[config.mk]
export PLATFORM = sky130hd
export DESIGN_NAME = mac_signal_tracking_table
export DESIGN_NICKNAME = d
export VERILOG_FILES = /design/src/hdl/mstt_pkg.sv /design/src/hdl/mstt_front.sv /design/src/hdl/mstt_engine.sv /design/src/hdl/mac_signal_tracking_table.sv
export SDC_FILE = /design/constraint.sdc
export NUM_CORES = 2
export LEC_CHECK = 0
export ABC_AREA = 0
export BUFFER_PORTS_ARGS = -buffer_cell sky130_fd_sc_hd__buf_2
export CAP_MARGIN = 20
export CORE_MARGIN = 8
export CORE_UTILIZATION = 30
export DETAILED_ROUTE_END_ITERATION = 10
export PLACE_DENSITY = 0.55
export RECOVER_POWER = 100
export SLEW_MARGIN = 10
export SYNTH_ARGS = -nofsm -noshare
export SYNTH_HDL_FRONTEND = slang
export SYNTH_SLANG_ARGS = --single-unit
[constraint.sdc]
create_clock -name clk -period 18.6 [get_ports clk]
set_input_delay 3.72 -clock clk [delete_from_list [all_inputs] [get_ports clk]]
set_output_delay 3.72 -clock clk [all_outputs]
set_load 0.02 [all_outputs]
[src/hdl/mstt_pkg.sv]
// Package for the MAC signal tracking table: payload structs, codes and sizes.
// Used by every module of the block; depends on nothing.
package mstt_pkg;

	localparam int unsigned TableDepthDefault = 16;
	localparam logic [4:0] TableSizeReset = 5'd16;

	localparam logic [1:0] OpObserve = 2'd0;
	localparam logic [1:0] OpFlush   = 2'd1;
	localparam logic [1:0] OpClear   = 2'd2;
	localparam logic [1:0] OpUnused  = 2'd3;

	localparam logic [1:0] KindRepeat = 2'd0;
	localparam logic [1:0] KindPeak   = 2'd1;
	localparam logic [1:0] KindLatest = 2'd2;
	localparam logic [1:0] KindEnd    = 2'd3;

	typedef struct packed {
		logic [1:0]         op;
		logic [47:0]        mac_addr;
		logic signed [7:0]  signal_level;
		logic [31:0]        time_sec;
	} in_item_t;

	typedef struct packed {
		logic [1:0]         report_kind;
		logic [47:0]        entry_mac;
		logic signed [7:0]  first_signal;
		logic signed [7:0]  peak_signal;
		logic signed [7:0]  latest_signal;
		logic [31:0]        first_time;
		logic [31:0]        peak_time;
		logic [31:0]        latest_time;
		logic               last_of_run;
	} out_item_t;

	// A classified command handed from the front end to the table engine.
	typedef struct packed {
		logic               is_observe;
		logic               is_flush;
		logic               is_clear;
		logic [47:0]        mac_addr;
		logic signed [7:0]  signal_level;
		logic [31:0]        time_sec;
	} cmd_t;

endpackage

[src/hdl/mstt_front.sv]
// Front end: accepts input transfers, classifies their codes, queues commands.
// Depends on mstt_pkg.
module mstt_front (
	input  logic                clk,
	input  logic                arst_n,
	input  logic                in_valid,
	output logic                in_stall,
	input  mstt_pkg::in_item_t  in_item,
	output logic                cmd_valid,
	input  logic                cmd_pop,
	output mstt_pkg::cmd_t      cmd
);

	mstt_pkg::cmd_t q_mem_q [2];
	logic       wr_ptr_q, rd_ptr_q;
	logic [1:0] count_q;
	logic       push;
	mstt_pkg::cmd_t new_cmd;

	assign in_stall  = (count_q == 2'd2);
	assign push      = in_valid && !in_stall;
	assign cmd_valid = (count_q != 2'd0);
	assign cmd       = q_mem_q[rd_ptr_q];

	always_comb begin
		new_cmd.is_observe   = (in_item.op == mstt_pkg::OpObserve);
		new_cmd.is_flush     = (in_item.op == mstt_pkg::OpFlush);
		new_cmd.is_clear     = (in_item.op == mstt_pkg::OpClear);
		new_cmd.mac_addr     = in_item.mac_addr;
		new_cmd.signal_level = in_item.signal_level;
		new_cmd.time_sec     = in_item.time_sec;
	end

	always_ff @(posedge clk) begin
		if (push) begin
			q_mem_q[wr_ptr_q] <= new_cmd;
		end
	end

	always_ff @(posedge clk or negedge arst_n) begin
		if (!arst_n) begin
			wr_ptr_q <= 1'b0;
			rd_ptr_q <= 1'b0;
			count_q  <= 2'd0;
		end else begin
			if (push) begin
				wr_ptr_q <= ~wr_ptr_q;
			end
			if (cmd_pop) begin
				rd_ptr_q <= ~rd_ptr_q;
			end
			count_q <= count_q + {1'b0, push} - {1'b0, cmd_pop};
		end
	end

endmodule

[src/hdl/mstt_engine.sv]
// Table engine: walks the entries one per cycle for search, and entry by entry for flush.
// Depends on mstt_pkg; fed by mstt_front.
module mstt_engine #(
	parameter int unsigned TABLE_DEPTH = mstt_pkg::TableDepthDefault
) (
	input  logic                clk,
	input  logic                arst_n,
	input  logic [4:0]          table_size,
	input  logic                cmd_valid,
	output logic                cmd_pop,
	input  mstt_pkg::cmd_t      cmd,
	output logic                out_valid,
	input  logic                out_stall,
	output mstt_pkg::out_item_t out_item
);

	localparam int IW = (TABLE_DEPTH > 1) ? $clog2(TABLE_DEPTH) : 1;
	localparam int CW = $clog2(TABLE_DEPTH + 1);

	typedef enum logic [5:0] {
		ST_IDLE   = 6'b000001,
		ST_SEARCH = 6'b000010,
		ST_UPDATE = 6'b000100,
		ST_FLUSH  = 6'b001000,
		ST_EMIT   = 6'b010000,
		ST_END    = 6'b100000
	} state_t;

	logic [47:0] mac_mem   [TABLE_DEPTH];
	logic [7:0]  fsig_mem  [TABLE_DEPTH];
	logic [7:0]  psig_mem  [TABLE_DEPTH];
	logic [7:0]  lsig_mem  [TABLE_DEPTH];
	logic [31:0] ftime_mem [TABLE_DEPTH];
	logic [31:0] ptime_mem [TABLE_DEPTH];
	logic [31:0] ltime_mem [TABLE_DEPTH];
	logic        rep_mem   [TABLE_DEPTH];

	state_t      state_q;
	logic [IW-1:0] idx_q, wptr_q;
	logic [CW-1:0] occ_q;
	logic          hit_q, peak_pend_q, late_pend_q;
	logic          out_valid_q;
	mstt_pkg::out_item_t out_q;

	logic [CW-1:0] eff_size, lim;
	logic          out_free;
	logic [IW:0]   idx_next;

	always_comb begin
		if (table_size == 5'd0) begin
			eff_size = CW'(1);
		end else if ({27'd0, table_size} > 32'(TABLE_DEPTH)) begin
			eff_size = CW'(TABLE_DEPTH);
		end else begin
			eff_size = CW'(table_size);
		end
		lim = (occ_q < eff_size) ? occ_q : eff_size;
	end

	assign out_free  = !out_valid_q || !out_stall;
	assign out_valid = out_valid_q;
	assign out_item  = out_q;
	assign idx_next  = {1'b0, idx_q} + 1'b1;
	assign cmd_pop   = (state_q == ST_IDLE) && cmd_valid &&
		!cmd.is_flush && !cmd.is_observe ? 1'b1 :
		((state_q == ST_UPDATE) && (!hit_q || rep_mem[idx_q] || out_free)) ||
		((state_q == ST_END) && out_free);

	function automatic mstt_pkg::out_item_t entry_item(input logic [1:0] kind,
		input logic [47:0] m, input logic [7:0] fs, input logic [7:0] ps,
		input logic [7:0] ls, input logic [31:0] ft, input logic [31:0] pt,
		input logic [31:0] lt, input logic last);
		mstt_pkg::out_item_t r;
		r.report_kind   = kind;
		r.entry_mac     = m;
		r.first_signal  = fs;
		r.peak_signal   = ps;
		r.latest_signal = ls;
		r.first_time    = ft;
		r.peak_time     = pt;
		r.latest_time   = lt;
		r.last_of_run   = last;
		return r;
	endfunction

	// Table writes: an update on a hit, a fresh entry on a miss.
	always_ff @(posedge clk) begin
		if (state_q == ST_UPDATE && cmd_pop) begin
			if (hit_q) begin
				if ($signed(cmd.signal_level) > $signed(psig_mem[idx_q])) begin
					psig_mem[idx_q]  <= cmd.signal_level;
					ptime_mem[idx_q] <= cmd.time_sec;
				end
				lsig_mem[idx_q]  <= cmd.signal_level;
				ltime_mem[idx_q] <= cmd.time_sec;
				rep_mem[idx_q]   <= 1'b1;
			end else begin
				mac_mem[idx_q]   <= cmd.mac_addr;
				fsig_mem[idx_q]  <= cmd.signal_level;
				psig_mem[idx_q]  <= cmd.signal_level;
				lsig_mem[idx_q]  <= cmd.signal_level;
				ftime_mem[idx_q] <= cmd.time_sec;
				ptime_mem[idx_q] <= cmd.time_sec;
				ltime_mem[idx_q] <= cmd.time_sec;
				rep_mem[idx_q]   <= 1'b0;
			end
		end
	end

	always_ff @(posedge clk) begin
		if (out_free) begin
			if (state_q == ST_UPDATE && hit_q && !rep_mem[idx_q]) begin
				out_q <= entry_item(mstt_pkg::KindRepeat, mac_mem[idx_q],
					fsig_mem[idx_q],
					($signed(cmd.signal_level) > $signed(psig_mem[idx_q])) ?
						cmd.signal_level : psig_mem[idx_q],
					cmd.signal_level, ftime_mem[idx_q],
					($signed(cmd.signal_level) > $signed(psig_mem[idx_q])) ?
						cmd.time_sec : ptime_mem[idx_q],
					cmd.time_sec, 1'b1);
			end else if (state_q == ST_EMIT) begin
				out_q <= entry_item(peak_pend_q ? mstt_pkg::KindPeak : mstt_pkg::KindLatest,
					mac_mem[idx_q], fsig_mem[idx_q], psig_mem[idx_q], lsig_mem[idx_q],
					ftime_mem[idx_q], ptime_mem[idx_q], ltime_mem[idx_q], 1'b0);
			end else if (state_q == ST_END) begin
				out_q <= entry_item(mstt_pkg::KindEnd, '0, '0, '0, '0, '0, '0, '0, 1'b1);
			end
		end
	end

	always_ff @(posedge clk or negedge arst_n) begin
		if (!arst_n) begin
			state_q     <= ST_IDLE;
			idx_q       <= '0;
			wptr_q      <= '0;
			occ_q       <= '0;
			hit_q       <= 1'b0;
			peak_pend_q <= 1'b0;
			late_pend_q <= 1'b0;
			out_valid_q <= 1'b0;
		end else begin
			if (out_valid_q && !out_stall) begin
				out_valid_q <= 1'b0;
			end
			unique case (state_q)
				ST_IDLE: begin
					idx_q <= '0;
					if (cmd_valid) begin
						if (cmd.is_clear) begin
							occ_q  <= '0;
							wptr_q <= '0;
						end else if (cmd.is_observe) begin
							state_q <= ST_SEARCH;
						end else if (cmd.is_flush) begin
							state_q <= ST_FLUSH;
						end
					end
				end
				ST_SEARCH: begin
					// A miss on the last occupied entry ends the search without
					// stepping the index past the table.
					if (({1'b0, idx_q} >= (IW+1)'(lim)) ||
						((mac_mem[idx_q] != cmd.mac_addr) &&
						(idx_next >= (IW+1)'(lim)))) begin
						hit_q   <= 1'b0;
						idx_q   <= ({1'b0, wptr_q} < (IW+1)'(eff_size)) ? wptr_q : '0;
						state_q <= ST_UPDATE;
					end else if (mac_mem[idx_q] == cmd.mac_addr) begin
						hit_q   <= 1'b1;
						state_q <= ST_UPDATE;
					end else begin
						idx_q <= idx_next[IW-1:0];
					end
				end
				ST_UPDATE: begin
					if (cmd_pop) begin
						state_q <= ST_IDLE;
						if (hit_q) begin
							if (!rep_mem[idx_q]) begin
								out_valid_q <= 1'b1;
							end
						end else begin
							wptr_q <= ((IW+1)'(idx_next) >= (IW+1)'(eff_size)) ? '0
								: idx_next[IW-1:0];
							occ_q <= (occ_q < eff_size) ? occ_q + 1'b1 : eff_size;
						end
					end
				end
				ST_FLUSH: begin
					if ({1'b0, idx_q} >= (IW+1)'(lim)) begin
						state_q <= ST_END;
					end else begin
						peak_pend_q <= ftime_mem[idx_q] != ptime_mem[idx_q];
						late_pend_q <= (ptime_mem[idx_q] != ltime_mem[idx_q]) &&
							(ftime_mem[idx_q] != ltime_mem[idx_q]);
						state_q     <= ST_EMIT;
					end
				end
				ST_EMIT: begin
					if (!peak_pend_q && !late_pend_q) begin
						idx_q   <= idx_next[IW-1:0];
						state_q <= ({1'b0, idx_q} + 1'b1 >= (IW+1)'(lim)) ? ST_END : ST_FLUSH;
					end else if (out_free) begin
						out_valid_q <= 1'b1;
						if (peak_pend_q) begin
							peak_pend_q <= 1'b0;
						end else begin
							late_pend_q <= 1'b0;
						end
					end
				end
				ST_END: begin
					if (out_free) begin
						out_valid_q <= 1'b1;
						state_q     <= ST_IDLE;
					end
				end
				default: state_q <= ST_IDLE;
			endcase
		end
	end

endmodule

[src/hdl/mac_signal_tracking_table.sv]
// Top level of the MAC signal tracking table: APB register, front end, engine.
// Depends on mstt_pkg, mstt_front and mstt_engine.
//
//  channel  | handshake                | payload
//  in       | in_valid / in_stall      | in_item  (mstt_pkg::in_item_t)
//  out      | out_valid / out_stall    | out_item (mstt_pkg::out_item_t)
//  config   | psel/penable/pwrite      | paddr, pwdata, prdata
//
// An observe searches the entries in turn, then updates a hit or writes a new entry;
// a flush visits each entry through the flush and emit states, sends its reports,
// then the end marker. The walk over the entry registers is sequential.
// Reset clears the pointer, occupancy and handshake state; entries stay unknown.
// A stalled output holds the engine when it has a report to send; two commands queue in front meanwhile.
module mac_signal_tracking_table #(
	parameter int unsigned TABLE_DEPTH = mstt_pkg::TableDepthDefault
) (
	input  logic                clk,
	input  logic                arst_n,
	input  logic                in_valid,
	output logic                in_stall,
	input  mstt_pkg::in_item_t  in_item,
	output logic                out_valid,
	input  logic                out_stall,
	output mstt_pkg::out_item_t out_item,
	input  logic                psel,
	input  logic                penable,
	input  logic                pwrite,
	input  logic [1:0]          paddr,
	input  logic [31:0]         pwdata,
	output logic [31:0]         prdata,
	output logic                pready
);

	logic [4:0]     table_size_q;
	logic           cmd_valid, cmd_pop;
	mstt_pkg::cmd_t cmd;

	assign pready = 1'b1;
	assign prdata = (paddr == 2'd0) ? {27'd0, table_size_q} : 32'd0;

	always_ff @(posedge clk or negedge arst_n) begin
		if (!arst_n) begin
			table_size_q <= mstt_pkg::TableSizeReset;
		end else if (psel && penable && pwrite && paddr == 2'd0) begin
			table_size_q <= pwdata[4:0];
		end
	end

	mstt_front u_front (
		.clk       (clk),
		.arst_n    (arst_n),
		.in_valid  (in_valid),
		.in_stall  (in_stall),
		.in_item   (in_item),
		.cmd_valid (cmd_valid),
		.cmd_pop   (cmd_pop),
		.cmd       (cmd)
	);

	mstt_engine #(.TABLE_DEPTH(TABLE_DEPTH)) u_engine (
		.clk        (clk),
		.arst_n     (arst_n),
		.table_size (table_size_q),
		.cmd_valid  (cmd_valid),
		.cmd_pop    (cmd_pop),
		.cmd        (cmd),
		.out_valid  (out_valid),
		.out_stall  (out_stall),
		.out_item   (out_item)
	);

endmodule
# Word level (Yosys, flattened, before mapping)
# Memory sizes are Yosys's and may differ from the RTL's.
# Cells that the tools add are included.
totals:
  memories: 9
  mem_bits_rw: 2886
  reg_bits: 203
op_classes:
  bitwise_logic: 7
  muxes: 75
  magnitude_cmp: 7
  add_sub_neg: 4
  n_reduce_logical: 46
  eq_ne: 28
mem_list:
  columns: ["memory", "depth", "width", "read_ports", "rd_clocked_by_memory_dff", "write_ports", "line", "text"]
  rows:
  - ["u_engine.mac_mem", 16, 48, 1, 0, 1, "mstt_engine.sv:29", "logic [47:0] mac_mem [TABLE_DEPTH];"]
  - ["u_engine.ftime_mem", 16, 32, 1, 0, 1, "mstt_engine.sv:33", "logic [31:0] ftime_mem [TABLE_DEPTH];"]
  - ["u_engine.ltime_mem", 16, 32, 1, 0, 1, "mstt_engine.sv:35", "logic [31:0] ltime_mem [TABLE_DEPTH];"]
  - ["u_engine.ptime_mem", 16, 32, 1, 0, 1, "mstt_engine.sv:34", "logic [31:0] ptime_mem [TABLE_DEPTH];"]
  - ["u_front.q_mem_q", 2, 91, 1, 0, 1, "mstt_front.sv:14", "mstt_pkg::cmd_t q_mem_q [2];"]
  - ["u_engine.fsig_mem", 16, 8, 1, 0, 1, "mstt_engine.sv:30", "logic [7:0] fsig_mem [TABLE_DEPTH];"]
  - ["3 more memories", null, null, null, null, null, null, null]
op_table:
  columns: ["operator", "n"]
  rows:
  - ["171-bit 2-to-1 mux", 2]
  - ["169-bit 2-to-1 mux", 1]
  - ["32-bit 2-to-1 mux", 3]
  - ["32-bit inequality test", 3]
  - ["6-bit 2-to-1 mux", 11]
  - ["48-bit == test", 1]
  - ["48-bit inequality test", 1]
  - ["5-bit 2-to-1 mux", 9]
  - ["4-bit 2-to-1 mux", 9]
  - ["6-bit one-hot mux with 6 select lines", 1]
  - ["1-bit 2-to-1 mux", 29]
  - ["8-bit 2-to-1 mux", 3]
  - ["1-bit logical AND", 16]
  - ["2-bit inequality test, second input constant", 7]
  - ["4-bit one-hot mux with 3 select lines", 1]
  - ["5-bit >= comparator", 2]
  - ["5-bit one-hot mux with 2 select lines", 1]
  - ["5-bit AND reduction", 2]
  - ["1-bit logical NOT", 9]
  - ["8-bit > comparator", 1]
  - ["2-bit by 1-bit inequality test with 1-bit output, second input constant", 4]
  - ["4-bit one-hot mux with 2 select lines", 1]
  - ["2-bit nonzero test", 4]
  - ["7-bit AND reduction", 1]
  - ["other kinds (30)", 45]

# Longest topological paths before layout
depth:
  depth_word: 10
  mapped_depth: 25

# Hierarchy
# A second synthesis with hierarchy kept.
hier_totals:
  cells_unflattened: 5384
  hier_area_um2: 120782.1
modules_own_cells:
  columns: ["mod", "n_inst", "cells_per_inst", "area_each_um2", "seq_area_each_um2"]
  rows:
  - ["mstt_engine", 1, 5034, 113134.8, 86909.6]
  - ["mstt_front", 1, 303, 7176.9, 5565.3]
  - ["mac_signal_tracking_table", 1, 47, 470.5, 126.4]

# Least setup slack after synthesis
# Ideal clock, no wire load.
synth_path:
  path_type: "in2reg"
  startpoint: "input out_stall"
  endpoint: "register u_engine.out_q (netlist bit u_engine.out_item[0]), enable pin"
  n_path_buf: 0
  stages: 2
  setup_slack_ps: 5726
  t_required_ps: 17840
  arrival_time_ps: 12114
  path_cell_list: "and2_1 -> a21oi_1"
synth_via:
  elab_chain_len: 3
synth_lines:
  columns: ["item", "line", "text"]
  rows:
  - ["from (decl)", "mac_signal_tracking_table.sv:23", "input logic out_stall,"]
  - ["1-bit logical NOT", "mstt_engine.sv:60", "assign out_free = !out_valid_q || !out_stall;"]
  - ["1-bit logical OR", "mstt_engine.sv:60", null]
  - ["2-bit AND reduction (no line)", null, null]
  - ["to (signal assigned)", "mstt_engine.sv:113", "out_q <= entry_item(mstt_pkg::KindRepeat, mac_mem[idx_q],"]
  - ["to (signal assigned)", "mstt_engine.sv:122", "out_q <= entry_item(peak_pend_q ? mstt_pkg::KindPeak : mstt_pkg::KindLatest,"]
  - ["to (signal assigned)", "mstt_engine.sv:126", "out_q <= entry_item(mstt_pkg::KindEnd, '0, '0, '0, '0, '0, '0, '0, 1'b1);"]
  - ["to (decl)", "mstt_engine.sv:43", "mstt_pkg::out_item_t out_q;"]
# Every way passes these cells.
# A chain may end at the register's enable or synchronous reset.

# Worst setup path in the final report
layout_path:
  startpoint: "register u_engine.idx_q[0]"
  endpoint: "register u_engine.out_q (netlist bit u_engine.out_item[36]) (data pin)"
layout_via:
  elab_chain_len: 4
layout_lines:
  columns: ["item", "line", "text"]
  rows:
  - ["from (decl)", "mstt_engine.sv:39", "logic [IW-1:0] idx_q, wptr_q;"]
  - ["from (signal assigned)", "mstt_engine.sv:166", "idx_q <= ({1'b0, wptr_q} < (IW+1)'(eff_size)) ? wptr_q : '0;"]
  - ["from (signal assigned)", "mstt_engine.sv:172", "idx_q <= idx_next[IW-1:0];"]
  - ["from (signal assigned)", "mstt_engine.sv:201", "idx_q <= idx_next[IW-1:0];"]
  - ["memory read 16 x 8 bit or memory read 16 x 1 bit (tied branches)", null, null]
  - ["8-bit > comparator or 1-bit logical NOT (tied branches)", null, null]
  - ["32-bit 2-to-1 mux or 1-bit logical AND (tied branches)", "mstt_engine.sv:118, mstt_engine.sv:112", null]
  - ["169-bit 2-to-1 mux (*)", "mstt_engine.sv:112", "if (state_q == ST_UPDATE && hit_q && !rep_mem[idx_q]) begin"]
# Every way passes the cells marked *; elsewhere a longest branch is shown, timed or not.

==> impl_results.md <==
- Status: complete, but fails checks
- Failing checks: max-capacitance violations, max-slew violations
- Tmin final: 12.47 ns
- MaxCap Viol Count: 65
- Pwr/cell area: 144 mW/mm2
- Vias per Instance: 5.12
- Arrival time at the worst endpoint: 12.94 ns
- CTS buffer count: 331
- Routed WL: 345000 um
- DIE HEIGHT: 651 um
- Core box area: 0.402 mm2
- Slew headroom: -3.95
- Main area contributors after synthesis: edfxtp_1 76%, mux4_2 14%, mux2i_1 1.6%
- Synth area leader: edfxtp_1
- Fin. Hold Viols: 0
- R2R setup slack: 6.13 ns
- Psw: 5.97 mW
- Seq. cell area: 0.0926 mm2
- Endpoint type of the worst setup path: register
- Die width: 651 um
- Sequential Power Share: 0.444
- Ys async rst share: 0.0104
- Post-synth EDFFs: 3057
- R2r startpoint: u_engine.idx_q[0]
- Vias in the first global route: 60411
- Static leakage: 42.3 nW
- Comb power frac: 0.234
- Final Slew Violations: 2342
- Initial antenna violation count: 35
- Period Utilization, post-route: 0.670
- Maximum root-to-sink buffer count: 4
- Max VDD drop: 0.0000903 V
- Area share of the largest cell type after synthesis: 0.760
- Worst Setup SP: u_engine.idx_q[0]
- Avg Cell Area, Syn: 22.0 um2
- Root Driver: clkbuf_16
- GP Congestion: 0.796
- CTS tree: yes
- Switching share of power: 0.297
- HPWL Detailed: 197000 um
- Total GRT Usage: 0.157
- Critical Path Start Type: register
- Clock latency on the worst-skew pair: 0.95 ns
- Cells resized by post-CTS repair: 0
- Distinct cells, synth: 77
- Clk sinks: 3089
- Num rows: 233
- Pre-antenna DRT Iters: 7
- Via count: 59379
- Fill cells: 37370
- Initial Utilization: 0.301
- Hold Buf Count CTS: 0
- Setup bufs post-CTS: 0
- Drt wl/cell: 29.8 um
- Max Fclk: 80.2 MHz
- Seq/Total Area, Yosys: 0.766
- Worst slew pin tran: 7.43 ns
- Worst EP required: 19.07 ns
- Worst Setup EP: u_engine.out_item[36]
- Multi-input gate area: 0.0265 mm2
- Unrepaired setup endpoints after global routing: false
- Largest net degree at the start of global routing: 114
- Clock skew: 0.0983 ns
- Main synth FF type: edfxtp_1
- Fin nets: 6195
- P&R area growth vs syn: 15.2%
- Overflow left after global routing: 0
- Crit path kind: register to register
- Synth Register Bits: 3089
- Die area: 0.423 mm2
- Share of layout cells above drive strength 1: 0.224
- Worst r2r dst: u_engine.out_item[36]
- Max stage delay on crit path: 5.21 ns
- First-pass GRT wire length: 477000 um
- I/O Buffers: 281
- Slowest CP cell: clkbuf_1
- Syn. warnings: 0
- # DRC: 0
- Setup violations, final: 0
- Post-synthesis cell count: 5494
- Final ANT Viol Nets: 0
- Overall power: 20.1 mW
- Clock power frac: 0.322
- Htree depth: 5
- Int Pwr: 14.1 mW
- Setup TNS: 0 ns
- Reg2Reg Depth: 10
- Drt first-iter violations: 6490
- Number of I/O pins: 337
- Worst min path class: register to register
- Clock transition at the registers of the reported paths: 0.06 ns
- Crit-path max FO: 99
- Post-synthesis cell area: 0.121 mm2
- CP cell instances: clkbuf_1 -> buf_12 -> mux4_2 -> mux4_2 -> nand2b_1 -> nand2b_2 -> buf_4 -> or2_2 -> clkbuf_1 -> o2bb2ai_1
sequential cells by signal, indices dropped and copies added (netlist names), 128 cells and up:
register and flops:
u_engine.fsig_mem 128, u_engine.ftime_mem 512, u_engine.lsig_mem 128, u_engine.ltime_mem 512, u_engine.mac_mem 768, u_engine.out_item 171, u_engine.psig_mem 128, u_engine.ptime_mem 512
u_front.q_mem_q 182
kinds of logic (layout without fill, tap and decap cells):
kind of cell    after synthesis  after routing  share of synthesized area
buf+inv                     403           1180                     0.0162
flops                      3089           3089                      0.766
fa+ha+maj                    36             36                    0.00371
mux                         990            990                      0.161
compound gates              313            313                     0.0183
xor+xnor                    221            221                     0.0160
other cells                   2             34                  0.0000622
simple gates                440            440                     0.0184
routing by layer:
layer	routed length [um]	part of all wire	GRT usage
met3	25800	0.075	0.0285
met5	63	0.00018	0
met1	145000	0.42	0.216
met2	164000	0.48	0.255
met4	10300	0.030	0.0430
layout make-up:
| class | count | share of cell area |
|---|---|---|
| Sequential cell | 3089 | 0.666 |
| Antenna cell | 6 | 0.000108 |
| Clock buffer | 403 | 0.0621 |
| Clock inverter | 198 | 0.0141 |
| Inverter | 116 | 0.00313 |
| Tap cell | 5287 | 0.0475 |
| Multi-Input combinational cell | 2028 | 0.191 |
| Timing Repair Buffer | 463 | 0.0167 |
placed cells by master (no fill, tap or decap), drive strengths merged, types with 21 or more instances in the layout:
cell     Yosys  layout
xnor2       86      86
nor3        28      28
a211oi      54      54
mux4       751     751
mux2i      198     198
dfrtp       30      30
nor2b       66      66
clkbuf      93     708
nor2       102     102
buf        194     158
ha          35      35
a21oi       29      29
a22o        21      21
nand2      109     109
xor2       135     135
edfxtp    3057    3057
bufinv       0      31
o21ai       75      75
nor4        32      32
clkinv       2     160
o2bb2ai     41      41
nand3       21      21
conb         2      28
mux2        41      41
inv        114     119
per-stage QoR:
stage	worst slack [ns]	hold slack [ns]	cells	cell area [um2]	utilization
global route	5.24	0.552	11586	139000	0.346
floorplan	5.73	0.461	5520	121000	-
finish	6.13	0.517	11590	139000	0.346
global placement	10.52	0.501	10972	129000	0.321
detailed placement	10.48	0.517	10980	129000	0.322
CTS	10.47	0.525	11581	140000	0.348
critical path: cells and delay by family, from the launching register on:
| kind | cells | cell delay [ns] |
|---|---|---|
| flops | 1 | 1.42 |
| buf+inv | 4 | 8.30 |
| compound gates | 1 | 0.73 |
| mux | 2 | 0.61 |
| simple gates | 3 | 0.56 |
power by group through the flow:
stage,clock network (mW),registers (mW),logic [mW]
5_1_grt,6.85,8.95,4.99
2_1_floorplan,0,9.00,2.99
4_1_cts,6.61,8.87,4.79
3_5_place_dp,0,9.02,4.77
3_3_place_gp,0,9.01,4.66
6_report,6.47,8.92,4.69
cells in the mapped netlist, drive strengths merged (30+ instances only):
| master | n |
|---|---|
| xor2 | 135 |
| o2bb2ai | 41 |
| mux2 | 41 |
| buf | 194 |
| ha | 35 |
| mux2i | 198 |
| nand2 | 109 |
| nor2 | 102 |
| mux4 | 751 |
| inv | 114 |
| o21ai | 75 |
| a211oi | 54 |
| clkbuf | 93 |
| edfxtp | 3057 |
| nor4 | 32 |
| xnor2 | 86 |
| nor2b | 66 |
| dfrtp | 30 |
worst min-delay path by stage:
| stage | from | endpoint | slack [ns] | cells past startpoint |
|---|---|---|---|---|
| final | u_front.count_q[1] | u_front.count_q[1] | 0.52 | 1 |
| after global routing | u_front.count_q[1] | u_front.count_q[1] | 0.55 | 1 |
| after CTS | u_front.count_q[1] | u_front.count_q[1] | 0.52 | 1 |
| after detailed placement | u_front.count_q[1] | u_front.count_q[1] | 0.52 | 1 |
| after global placement | u_engine.state_q[0] | u_engine.state_q[0] | 0.50 | 2 |
| after floorplan | u_front.wr_ptr_q | u_front.wr_ptr_q | 0.46 | 1 |
(Power assumes the default switching activity.)
